==> config.mk <==
export PLATFORM = sky130hd
export DESIGN_NAME = block_sad_with_compound_average
export DESIGN_NICKNAME = d
export VERILOG_FILES = /design/src/hdl/bsad_pkg.sv /design/src/hdl/block_sad_with_compound_average.sv /design/src/hdl/bsad_front.sv /design/src/hdl/bsad_queue.sv /design/src/hdl/bsad_back.sv
export SDC_FILE = /design/constraint.sdc
export NUM_CORES = 2
export LEC_CHECK = 0
export BUFFER_PORTS_ARGS = -buffer_cell sky130_fd_sc_hd__buf_2
export CAP_MARGIN = 20
export CORE_ASPECT_RATIO = 0.7
export CORE_UTILIZATION = 55
export DETAILED_ROUTE_END_ITERATION = 12
export PLACE_DENSITY_LB_ADDON = 0.2
export SLEW_MARGIN = 20
export SYNTH_ARGS = -nofsm -noshare
export SYNTH_HDL_FRONTEND = slang
export SYNTH_SLANG_ARGS = --single-unit
==> constraint.sdc <==
create_clock -name clk -period 9.65 [get_ports clk]
set_input_delay 1.4475 -clock clk [delete_from_list [all_inputs] [get_ports clk]]
set_output_delay 1.4475 -clock clk [all_outputs]
set_load 0.01 [all_outputs]
==> src/hdl/bsad_pkg.sv <==
// ----------------------------------------------------------------------------
// bsad_pkg - shared types and constants for the block SAD engine
// Sizes, register indexes, the configuration struct and the entry format of
// the queue between the front and back parts.
// ----------------------------------------------------------------------------
package bsad_pkg;

  localparam int MAX_BLOCK_WIDTH  = 64;
  localparam int MAX_BLOCK_HEIGHT = 64;
  localparam int CHUNK_PIXELS     = 16;
  localparam int PIX_W            = 8;

  // Effective size limits in register widths
  localparam logic [2:0] MAX_CHUNKS = 3'(MAX_BLOCK_WIDTH / CHUNK_PIXELS);
  localparam logic [6:0] MAX_ROWS   = 7'(MAX_BLOCK_HEIGHT);

  localparam int SAD_W     = 20;
  localparam int CHUNK_W   = 12;  // sum of 16 absolute differences
  localparam logic [SAD_W-1:0] SAD_MAX = '1;

  localparam int QUEUE_DEPTH = 4;  // power of two
  localparam int QPTR_W      = $clog2(QUEUE_DEPTH);

  localparam int CFG_IDX_W  = 2;
  localparam int CFG_DATA_W = 7;

  typedef enum logic [CFG_IDX_W-1:0] {
    REG_CHUNKS_PER_ROW = 2'd0,
    REG_BLOCK_HEIGHT   = 2'd1,
    REG_AVERAGE_ENABLE = 2'd2
  } cfg_reg_t;

  typedef struct packed {
    logic [2:0] chunks_per_row;
    logic [6:0] block_height;
    logic       average_enable;
  } cfg_t;

  typedef struct packed {
    logic                                last;
    logic [CHUNK_PIXELS-1:0][PIX_W-1:0]  diff;
  } q_entry_t;

endpackage

==> src/hdl/block_sad_with_compound_average.sv <==
// ----------------------------------------------------------------------------
// block_sad_with_compound_average - block sum of absolute differences
// Accumulates |src - ref| (or |src - round((ref+pred)/2)|) over a block of
// 16-pixel chunks and delivers one total per block.
// ----------------------------------------------------------------------------
// Usage:
//   Input queue: present 16 source, reference and second-prediction pixels
//   (one row chunk) and raise in_push; the chunk transfers at a clock edge
//   with in_push high and in_full low. Chunks arrive in row-major order.
//   Result queue: while out_empty is low, out_block_sad holds the oldest
//   block total; it transfers at an edge with out_pop high.
//   Config: write cfg_wdata to register cfg_index when cfg_we is high
//   (0 chunks per row, 1 block height, 2 average enable); write only while
//   no chunk is in flight.
// Timing: one chunk per cycle sustained while in_full is low. The total of a
//   block passes the front register, queue, chunk adder tree and accumulation
//   into the result buffer before it can be popped.
// Reset (synchronous, rst_n low): empty all stages, clear block position and
//   accumulator, registers back to 1 chunk, 16 rows, no averaging.
// Stall: when out_pop stays low the two-entry result buffer fills, the back
//   stops at the next last chunk, the four-entry queue fills and then
//   in_full rises; nothing is dropped.
// ----------------------------------------------------------------------------
module block_sad_with_compound_average import bsad_pkg::*; (
  input  logic                  clk,
  input  logic                  rst_n,
  input  logic                  in_push,
  output logic                  in_full,
  input  logic [63:0]           in_src_lo,
  input  logic [63:0]           in_src_hi,
  input  logic [63:0]           in_ref_lo,
  input  logic [63:0]           in_ref_hi,
  input  logic [63:0]           in_pred_lo,
  input  logic [63:0]           in_pred_hi,
  output logic                  out_empty,
  input  logic                  out_pop,
  output logic [SAD_W-1:0]      out_block_sad,
  input  logic                  cfg_we,
  input  logic [CFG_IDX_W-1:0]  cfg_index,
  input  logic [CFG_DATA_W-1:0] cfg_wdata
);

  cfg_t     cfg_r, cfg_nxt;
  logic     q_push, q_full, q_pop, q_empty;
  q_entry_t q_in, q_head;

  // Register file: mask each write to the register width, drop unknown indexes
  always_comb begin
    cfg_nxt = cfg_r;
    if (cfg_we) begin
      case (cfg_index)
        REG_CHUNKS_PER_ROW: cfg_nxt.chunks_per_row = cfg_wdata[2:0];
        REG_BLOCK_HEIGHT:   cfg_nxt.block_height   = cfg_wdata[6:0];
        REG_AVERAGE_ENABLE: cfg_nxt.average_enable = cfg_wdata[0];
        default:            cfg_nxt = cfg_r;
      endcase
    end
  end

  always_ff @(posedge clk) begin
    if (!rst_n) begin
      cfg_r.chunks_per_row <= 3'd1;
      cfg_r.block_height   <= 7'd16;
      cfg_r.average_enable <= 1'b0;
    end else begin
      cfg_r <= cfg_nxt;
    end
  end

  // Front: take a chunk, mark the last one of the block, form differences
  bsad_front u_front (
    .clk        (clk),
    .rst_n      (rst_n),
    .cfg        (cfg_r),
    .in_push    (in_push),
    .in_full    (in_full),
    .in_src_lo  (in_src_lo),
    .in_src_hi  (in_src_hi),
    .in_ref_lo  (in_ref_lo),
    .in_ref_hi  (in_ref_hi),
    .in_pred_lo (in_pred_lo),
    .in_pred_hi (in_pred_hi),
    .q_push     (q_push),
    .q_entry    (q_in),
    .q_full     (q_full)
  );

  // Queue: decouple intake from accumulation
  bsad_queue u_queue (
    .clk        (clk),
    .rst_n      (rst_n),
    .push       (q_push),
    .push_entry (q_in),
    .full       (q_full),
    .pop        (q_pop),
    .head       (q_head),
    .empty      (q_empty)
  );

  // Back: sum the chunk, accumulate the block, buffer totals
  bsad_back u_back (
    .clk           (clk),
    .rst_n         (rst_n),
    .q_head        (q_head),
    .q_empty       (q_empty),
    .q_pop         (q_pop),
    .out_empty     (out_empty),
    .out_pop       (out_pop),
    .out_block_sad (out_block_sad)
  );

endmodule

==> src/hdl/bsad_front.sv <==
// ----------------------------------------------------------------------------
// bsad_front - chunk intake and classification
// Tracks the chunk position in the block, flags the last chunk and forms the
// per-pixel absolute differences, optionally against the rounded average.
// ----------------------------------------------------------------------------
module bsad_front import bsad_pkg::*; (
  input  logic        clk,
  input  logic        rst_n,
  input  cfg_t        cfg,
  input  logic        in_push,
  output logic        in_full,
  input  logic [63:0] in_src_lo,
  input  logic [63:0] in_src_hi,
  input  logic [63:0] in_ref_lo,
  input  logic [63:0] in_ref_hi,
  input  logic [63:0] in_pred_lo,
  input  logic [63:0] in_pred_hi,
  output logic        q_push,
  output q_entry_t    q_entry,
  input  logic        q_full
);

  logic       valid_r, valid_nxt;
  q_entry_t   entry_r, entry_nxt;
  logic [1:0] col_r, col_nxt;
  logic [5:0] row_r, row_nxt;
  logic       accept;
  logic [2:0] eff_chunks;
  logic [6:0] eff_rows;
  logic [2:0] col_inc;
  logic [6:0] row_inc;
  logic       last;
  logic [127:0] src_w, ref_w, pred_w;
  logic [CHUNK_PIXELS-1:0][PIX_W-1:0] diff;

  assign q_push  = valid_r & ~q_full;
  assign q_entry = entry_r;
  assign in_full = valid_r & q_full;
  assign accept  = in_push & ~in_full;

  assign src_w  = {in_src_hi, in_src_lo};
  assign ref_w  = {in_ref_hi, in_ref_lo};
  assign pred_w = {in_pred_hi, in_pred_lo};

  // clamp sizes: zero means one, oversize saturates
  always_comb begin
    if (cfg.chunks_per_row == 3'd0)         eff_chunks = 3'd1;
    else if (cfg.chunks_per_row > MAX_CHUNKS) eff_chunks = MAX_CHUNKS;
    else                                    eff_chunks = cfg.chunks_per_row;
    if (cfg.block_height == 7'd0)           eff_rows = 7'd1;
    else if (cfg.block_height > MAX_ROWS)   eff_rows = MAX_ROWS;
    else                                    eff_rows = cfg.block_height;
  end

  always_comb begin
    logic [PIX_W:0]   avg_sum;
    logic [PIX_W-1:0] s, r;
    for (int k = 0; k < CHUNK_PIXELS; k++) begin
      s       = src_w[PIX_W*k +: PIX_W];
      avg_sum = {1'b0, ref_w[PIX_W*k +: PIX_W]} + {1'b0, pred_w[PIX_W*k +: PIX_W]}
                + {{PIX_W{1'b0}}, 1'b1};
      r       = cfg.average_enable ? avg_sum[PIX_W:1] : ref_w[PIX_W*k +: PIX_W];
      diff[k] = (s > r) ? (s - r) : (r - s);
    end
  end

  always_comb begin
    col_inc = {1'b0, col_r} + 3'd1;
    row_inc = {1'b0, row_r} + 7'd1;
    col_nxt = col_r;
    row_nxt = row_r;
    last    = 1'b0;
    if (accept) begin
      if (col_inc < eff_chunks) begin
        col_nxt = col_inc[1:0];
      end else begin
        col_nxt = 2'd0;
        if (row_inc < eff_rows) begin
          row_nxt = row_inc[5:0];
        end else begin
          row_nxt = 6'd0;
          last    = 1'b1;
        end
      end
    end
  end

  always_comb begin
    valid_nxt = valid_r;
    entry_nxt = entry_r;
    if (q_push) valid_nxt = 1'b0;
    if (accept) begin
      valid_nxt      = 1'b1;
      entry_nxt.diff = diff;
      entry_nxt.last = last;
    end
  end

  always_ff @(posedge clk) begin
    if (!rst_n) begin
      valid_r <= 1'b0;
      col_r   <= 2'd0;
      row_r   <= 6'd0;
    end else begin
      valid_r <= valid_nxt;
      col_r   <= col_nxt;
      row_r   <= row_nxt;
    end
    entry_r <= entry_nxt;
  end

endmodule

==> src/hdl/bsad_queue.sv <==
// ----------------------------------------------------------------------------
// bsad_queue - short queue between front and back
// Holds classified chunks so that each side can stall on its own.
// ----------------------------------------------------------------------------
module bsad_queue import bsad_pkg::*; (
  input  logic     clk,
  input  logic     rst_n,
  input  logic     push,
  input  q_entry_t push_entry,
  output logic     full,
  input  logic     pop,
  output q_entry_t head,
  output logic     empty
);

  q_entry_t          slot_r [QUEUE_DEPTH];
  logic [QPTR_W-1:0] wr_ptr_r, wr_ptr_nxt;
  logic [QPTR_W-1:0] rd_ptr_r, rd_ptr_nxt;
  logic [QPTR_W:0]   count_r, count_nxt;
  logic              do_push, do_pop;

  assign full    = (count_r == (QPTR_W+1)'(QUEUE_DEPTH));
  assign empty   = (count_r == '0);
  assign do_push = push & ~full;
  assign do_pop  = pop & ~empty;
  assign head    = slot_r[rd_ptr_r];

  always_comb begin
    wr_ptr_nxt = do_push ? wr_ptr_r + 1'b1 : wr_ptr_r;
    rd_ptr_nxt = do_pop  ? rd_ptr_r + 1'b1 : rd_ptr_r;
    count_nxt  = count_r;
    if (do_push && !do_pop)      count_nxt = count_r + 1'b1;
    else if (!do_push && do_pop) count_nxt = count_r - 1'b1;
  end

  always_ff @(posedge clk) begin
    if (!rst_n) begin
      wr_ptr_r <= '0;
      rd_ptr_r <= '0;
      count_r  <= '0;
    end else begin
      wr_ptr_r <= wr_ptr_nxt;
      rd_ptr_r <= rd_ptr_nxt;
      count_r  <= count_nxt;
    end
    if (do_push) slot_r[wr_ptr_r] <= push_entry;
  end

endmodule

==> src/hdl/bsad_back.sv <==
// ----------------------------------------------------------------------------
// bsad_back - chunk summation, block accumulation and result buffer
// Sums the 16 differences of a chunk, accumulates over the block and hands
// the block total to a two-entry result buffer.
// ----------------------------------------------------------------------------
module bsad_back import bsad_pkg::*; (
  input  logic             clk,
  input  logic             rst_n,
  input  q_entry_t         q_head,
  input  logic             q_empty,
  output logic             q_pop,
  output logic             out_empty,
  input  logic             out_pop,
  output logic [SAD_W-1:0] out_block_sad
);

  logic               s1_v_r, s1_v_nxt;
  logic [CHUNK_W-1:0] s1_sum_r;
  logic               s1_last_r;
  logic               s1_go, s1_ready;
  logic [SAD_W-1:0]   acc_r, acc_nxt;
  logic [SAD_W:0]     total_w;
  logic [SAD_W-1:0]   total;
  logic [CHUNK_W-1:0] chunk_sum;

  logic [8:0]  lv1 [8];
  logic [9:0]  lv2 [4];
  logic [10:0] lv3 [2];

  logic [SAD_W-1:0] ob_r [2];
  logic             ob_wr_r, ob_rd_r;
  logic [1:0]       ob_cnt_r, ob_cnt_nxt;
  logic             ob_full, ob_push, ob_pop;

  // adder tree over the chunk
  always_comb begin
    for (int i = 0; i < 8; i++)
      lv1[i] = {1'b0, q_head.diff[2*i]} + {1'b0, q_head.diff[2*i+1]};
    for (int i = 0; i < 4; i++)
      lv2[i] = {1'b0, lv1[2*i]} + {1'b0, lv1[2*i+1]};
    for (int i = 0; i < 2; i++)
      lv3[i] = {1'b0, lv2[2*i]} + {1'b0, lv2[2*i+1]};
    chunk_sum = {1'b0, lv3[0]} + {1'b0, lv3[1]};
  end

  assign ob_full  = (ob_cnt_r == 2'd2);
  assign s1_go    = s1_v_r & (~s1_last_r | ~ob_full);
  assign s1_ready = ~s1_v_r | s1_go;
  assign q_pop    = s1_ready & ~q_empty;

  assign total_w = {1'b0, acc_r} + {{(SAD_W+1-CHUNK_W){1'b0}}, s1_sum_r};
  assign total   = total_w[SAD_W] ? SAD_MAX : total_w[SAD_W-1:0];

  always_comb begin
    s1_v_nxt = s1_v_r;
    if (s1_go) s1_v_nxt = 1'b0;
    if (q_pop) s1_v_nxt = 1'b1;
    acc_nxt = acc_r;
    if (s1_go) acc_nxt = s1_last_r ? '0 : total;
  end

  assign ob_push       = s1_go & s1_last_r;
  assign out_empty     = (ob_cnt_r == 2'd0);
  assign ob_pop        = out_pop & ~out_empty;
  assign out_block_sad = ob_r[ob_rd_r];

  always_comb begin
    ob_cnt_nxt = ob_cnt_r;
    if (ob_push && !ob_pop)      ob_cnt_nxt = ob_cnt_r + 2'd1;
    else if (!ob_push && ob_pop) ob_cnt_nxt = ob_cnt_r - 2'd1;
  end

  always_ff @(posedge clk) begin
    if (!rst_n) begin
      s1_v_r   <= 1'b0;
      acc_r    <= '0;
      ob_wr_r  <= 1'b0;
      ob_rd_r  <= 1'b0;
      ob_cnt_r <= 2'd0;
    end else begin
      s1_v_r   <= s1_v_nxt;
      acc_r    <= acc_nxt;
      ob_cnt_r <= ob_cnt_nxt;
      if (ob_push) ob_wr_r <= ~ob_wr_r;
      if (ob_pop)  ob_rd_r <= ~ob_rd_r;
    end
    if (q_pop) begin
      s1_sum_r  <= chunk_sum;
      s1_last_r <= q_head.last;
    end
    if (ob_push) ob_r[ob_wr_r] <= total;
  end

endmodule
=== Word-level counts from Yosys, hierarchy flattened ===
Memory sizes are Yosys's and may differ from the RTL's. A register that Yosys moved wholly into a read port is not among the register bits.
Index checks and enable logic that the tools add are counted.

* Word-level logic and storage cells: 246
* Output and inout bits: 22
* Flip-flop bits (word level): 194
* RAM bits: 556
* Memories: 2
* Bits of input ports: 398

* Add/subtract/negate cells: 88
* Reductions and logical operators: 21
* Equality and inequality tests: 4
* Multiplexer cells: 57
* Bitwise operators: 21
* $lt $le $gt $ge: 20

{| class="wikitable"
|+ Memories
! memory !! depth !! width !! rd ports !! clocked after Yosys merged registers in !! write ports !! line !! RTL
|-
| u_queue.slot_r || 4 || 129 || 1 || 1 || 1 || bsad_queue.sv:16 || <nowiki>q_entry_t slot_r [QUEUE_DEPTH];</nowiki>
|-
| u_back.ob_r || 2 || 20 || 1 || 1 || 1 || bsad_back.sv:30 || <nowiki>logic [SAD_W-1:0] ob_r [2];</nowiki>
|}

{| class="wikitable"
|+ Operators with widths
! kind !! count
|-
| $mux W8 || 32
|-
| $sub A8 B8 Y8 || 32
|-
| $add A8 B8 Y9 || 24
|-
| $add A9 B1 Y9 const B || 16
|-
| $gt A8 B8 Y1 || 16
|-
| $add A9 B9 Y10 || 4
|-
| $mux W20 || 2
|-
| $add A10 B10 Y11 || 2
|-
| $add A20 B12 Y21 || 1
|-
| $mux W7 || 2
|-
| $add A11 B11 Y12 || 1
|-
| $mux W3 || 4
|-
| $mux W1 || 11
|-
| $mux W2 || 5
|-
| $not A1 Y1 || 10
|-
| $and A1 B1 Y1 || 9
|-
| $reduce_and A2 Y1 || 4
|-
| $reduce_bool A2 Y1 || 4
|-
| $add A6 B1 Y7 const B || 1
|-
| $gt A7 B7 Y1 const B || 1
|-
| $logic_not A7 Y1 || 1
|-
| $lt A7 B7 Y1 || 1
|-
| $add A2 B1 Y2 const B || 3
|-
| $logic_not A3 Y1 || 2
|-
| other kinds (14) || 23
|}

=== Longest topological paths before layout ===
* Depth after elaboration: 10
* Gate-level depth with buffers: 23
* Depth with buffers taken out: 21

=== Cells and area by module ===
A second synthesis with hierarchy kept.

* Cells, all modules: 4012
* Area total of the unflattened synthesis: 48564.1 um^2

{| class="wikitable"
|+ Modules (own cells, without submodules)
! module !! cells each !! seq. area each (um^2) !! times used !! area each (um^2)
|-
| bsad_front || 2602 || 4053.9 || 1 || 21979.8
|-
| bsad_queue || 721 || 15675.0 || 1 || 19095.8
|-
| bsad_back || 642 || 2112.0 || 1 || 7033.0
|-
| block_sad_with_compound_average || 47 || 220.2 || 1 || 455.4
|}

=== Least setup slack after synthesis ===
No wires, ideal clock.

* Path kind: input-to-reg
* Start: input in_push
* End: register u_front.row_r[2]
* Stages on the path: 6
* Arrival time: 8.511 ns
* Path slack: 1.025 ns
* Data required time: 9.536 ns
* Cells stage by stage: nor2b_1 -> o21ai_1 -> and2_1 -> clkbuf_1 -> o21bai_1 -> a21o_1

* Longest elaborated chain between the ends: 2

{| class="wikitable"
|+ RTL lines
! element !! line !! RTL
|-
| from (decl) || block_sad_with_compound_average.sv:27 || <nowiki>input logic in_push,</nowiki>
|-
| $and A1 B1 Y1 || bsad_front.sv:39 || <nowiki>assign accept = in_push & ~in_full;</nowiki>
|-
| $reduce_and A2 Y1 (no line) || -- ||
|-
| to (signal assigned) || bsad_front.sv:107 || <nowiki>row_r <= row_nxt;</nowiki>
|-
| to (decl) || bsad_front.sv:26 || <nowiki>logic [5:0] row_r, row_nxt;</nowiki>
|}

No other way between the ends.
A chain may end at the register's enable or synchronous reset.

==> results.yml <==
synth:
  synthAdderAreaFrac_pct: 17.3
  synth_edf_count: 698
  synth_simple_gate_area_share_pct: 7.08
  async_flop_share_pct: 0
  syn_area_um2: 47300
  ys.flop_type: "edfxtp_1"
  ys_warn_count: 0
  seq_area_frac_synth_pct: 46.7
  synth_top_family_by_area: "adder cells"
  synthCells: 3822
  synth-compound-area-share_pct: 9.67
  ys_ff_latch: 753
  synth_nets: 4779
  synth_xor_area_share_pct: 2.87
  synthMuxAreaShare_pct: 11.7
  synth_cell_type_count: 77
  syn-mean-instance-area_um2: 12.4
floorplan:
  placementRows: 89
  ioPinCount: 420
  start_util_pct: 55.8
  fp.dieArea_um2: 87200
  core_area_um2: 84700
  fp.dieW_um: 352
  die_h_um: 247
setup_path:
  cp_cell_sequence: "buf_12 > mux4_2 > fa_1 > fa_1 > fa_1 > fa_1 > fa_1 > inv_1 > fa_1 > inv_1 > ha_1 > a21o_1 > a21oi_1 > nor2b_1 > o21a_1 > o41ai_2 > or4b_1 > o211ai_1"
  cp_num_cells: 18
  path_common_cell: "fa_1"
  cp_slowest_cell: "dfxtp_4"
  start_kind: "register"
  reg2reg_depth: 18
  cp.arrival_ps: 7800
  crit_buf_inv: 3
  r2r_setup_slack_ps: 2290
  required_ps: 10090
  reg2reg_to: "u_back.s1_sum_r[11]"
  critPathMaxStageDelay_ps: 890
  endpoint_kind: "register"
  cp_top_family: "adder cells"
  path_max_fanout: 43
  worstSetupPathType: "reg2reg"
timing:
  setup_violations: 0
  worst_pin_slew_ps: 1090
  rsz0062_at_grt: "false"
  period_needed_ps: 7360
  fin_setup_tns_ps: 0
  fin_crit_sh_pct: 76.2
  relSlewSlack_pct: 27.4
  hold_viol: 0
  clock_skew_ps: 21.9
  max_freq_mhz: 136
  slew_viol_final: 0
global_route:
  grt_max_degree: 145
  grt_usage_pct: 24.1
  grt_pass1_vias: 29700
  antenna_found_initial: 15
  gr-total-overflow: 0
  grt_first_pass_wirelength_um: 164000
placed_design:
  gp_congestion: 0.874
  port-buffer-count: 419
  dp.cells: 5307
  dpl.hpwl_um: 80700
layout:
  final_nets: 5199
  fin_cells: 5438
  final_common_cell: "edfxtp_1"
  layout_common_cells: "698 x edfxtp_1, 470 x inv_1, 419 x buf_2"
  drive_gt1_share_pct: 19.5
  area_growth_syn_to_layout_pct: 11.6
  utilization_pct: 62.2
  fill_cells: 6477
clocking:
  clkLatencyLatePin_ps: 610
  root_buffer: "clkbuf_16"
  cts_hold_buf: 0
  cts_tree: "yes"
  htree_levels: 3
  clkTransAtPathRegs_ps: 70
  clk_path_buf_depth: 3
  cts_made_buffers: 70
  ctsResizeCount: 0
  postCtsSetupBuffers: 0
  cts.sinks: 753
detailed_routing:
  post_drt_wl_per_cell_um: 19.5
  wl_um: 106000
  ant_nets: 0
  vias_per_cell: 5.62
  dr.pass1.iters: 5
  num_vias: 30600
  drc: 0
  drt_first_iter_violations: 2185
status:
  run_status: "finished clean"
worst_hold_path:
  hold_path_class: "reg2reg"
  worstHoldStart: "u_back.acc_r[10]"
  whs_path_depth: 1
  min_to: "u_back.acc_r[10]"
flow_run:
  maxCapViolCount: 0
-- final cells by class --
class	instances	area (um^2)	share of cell area, %
diodes	6	15.0	0.0285
clock buffers	98	1930	3.66
clock inverters	27	233	0.441
inverters	472	1770	3.36
multi-input cells	2506	23000	43.6
flip-flops and latches	753	22100	41.8
well taps	1137	1420	2.70
repair buffers	439	2300	4.35
-- registers in the layout, summed over array words and instances, names as in the netlist, 3 cells and up, named ones only --
name,cells
cfg_r,11
u_front.q_entry,129
u_queue.slot_r,516
u_queue.count_r,3
u_front.row_r,6
u_back.acc_r,20
u_back.ob_r,40
u_back.s1_sum_r,12
-- worst register-to-register path: stages (launching register included) --
cell and delay [ps]:
dfxtp_4 890, buf_12 410, mux4_2 640, fa_1 720, fa_1 510, fa_1 630
fa_1 460, fa_1 500, inv_1 50, fa_1 470, inv_1 60, ha_1 270
a21o_1 180, a21oi_1 220, nor2b_1 70, o21a_1 190, o41ai_2 330, or4b_1 470
o211ai_1 100
-- stage by stage --
| step | instance area (um^2) | setup WS [ps] | hold WS (ps) |
|---|---|---|---|
| 2_1_floorplan | 47300 | 1020 | 442 |
| 3_3_place_gp | 50600 | 2490 | 461 |
| 3_5_place_dp | 50600 | 2330 | 467 |
| 4_1_cts | 52700 | 2200 | 486 |
| 5_1_grt | 52700 | 1850 | 513 |
| 6_report | 52800 | 2290 | 484 |
-- layer usage --
| metal | up-vias | GRT usage, % | part of all wire (%) |
|---|---|---|---|
| met5 | - | 0 | 0.11 |
| met4 | 18 | 4.32 | 1.5 |
| met3 | 115 | 5.90 | 7.9 |
| met2 | 901 | 36.5 | 43 |
| met1 | 14800 | 35.7 | 47 |
| li1 | 14800 | - | - |
-- cell families after synthesis --
kind of cell / count (synthesis)
mux: 374
compound gates: 713
simple gates: 705
fa+ha+maj: 559
buf+inv: 563
xor+xnor: 155
flops: 753
-- how the worst max path moves through the flow --
| stage | startpoint | endpoint | slack (ps) |
|---|---|---|---|
| 5_1_grt | register | u_back.s1_sum_r[11] | 1850 |
| 6_report | register | u_back.s1_sum_r[11] | 2290 |
| 2_1_floorplan | in_push | u_front.row_r[2] | 1020 |
| 3_3_place_gp | register | u_back.s1_sum_r[11] | 2490 |
| 4_1_cts | register | u_back.s1_sum_r[11] | 2200 |
| 3_5_place_dp | register | u_back.s1_sum_r[11] | 2330 |
-- Yosys cell counts, drive strengths merged (43+ instances only) --
cell      n  share of area (%)
mux2i   108                2.3
edfxtp  698                 44
ha      401                 11
xor2     43               0.80
a21oi   221                2.3
nor2b    88                1.2
fa      158                6.7
mux4    129                6.1
mux2    137                3.3
nor3     86               0.91
a21o     49               0.78
xnor2   112                2.1
o21ai   193                2.1
a211oi   50               0.79
nor2    227                1.8
inv     471                3.7
nand2   156                1.2
buf      63               0.76
dfxtp    55                2.3
o21a     54               0.86
Power is not shown: default switching activity piles up to over one toggle a cycle in this logic, so the estimate is an artifact.
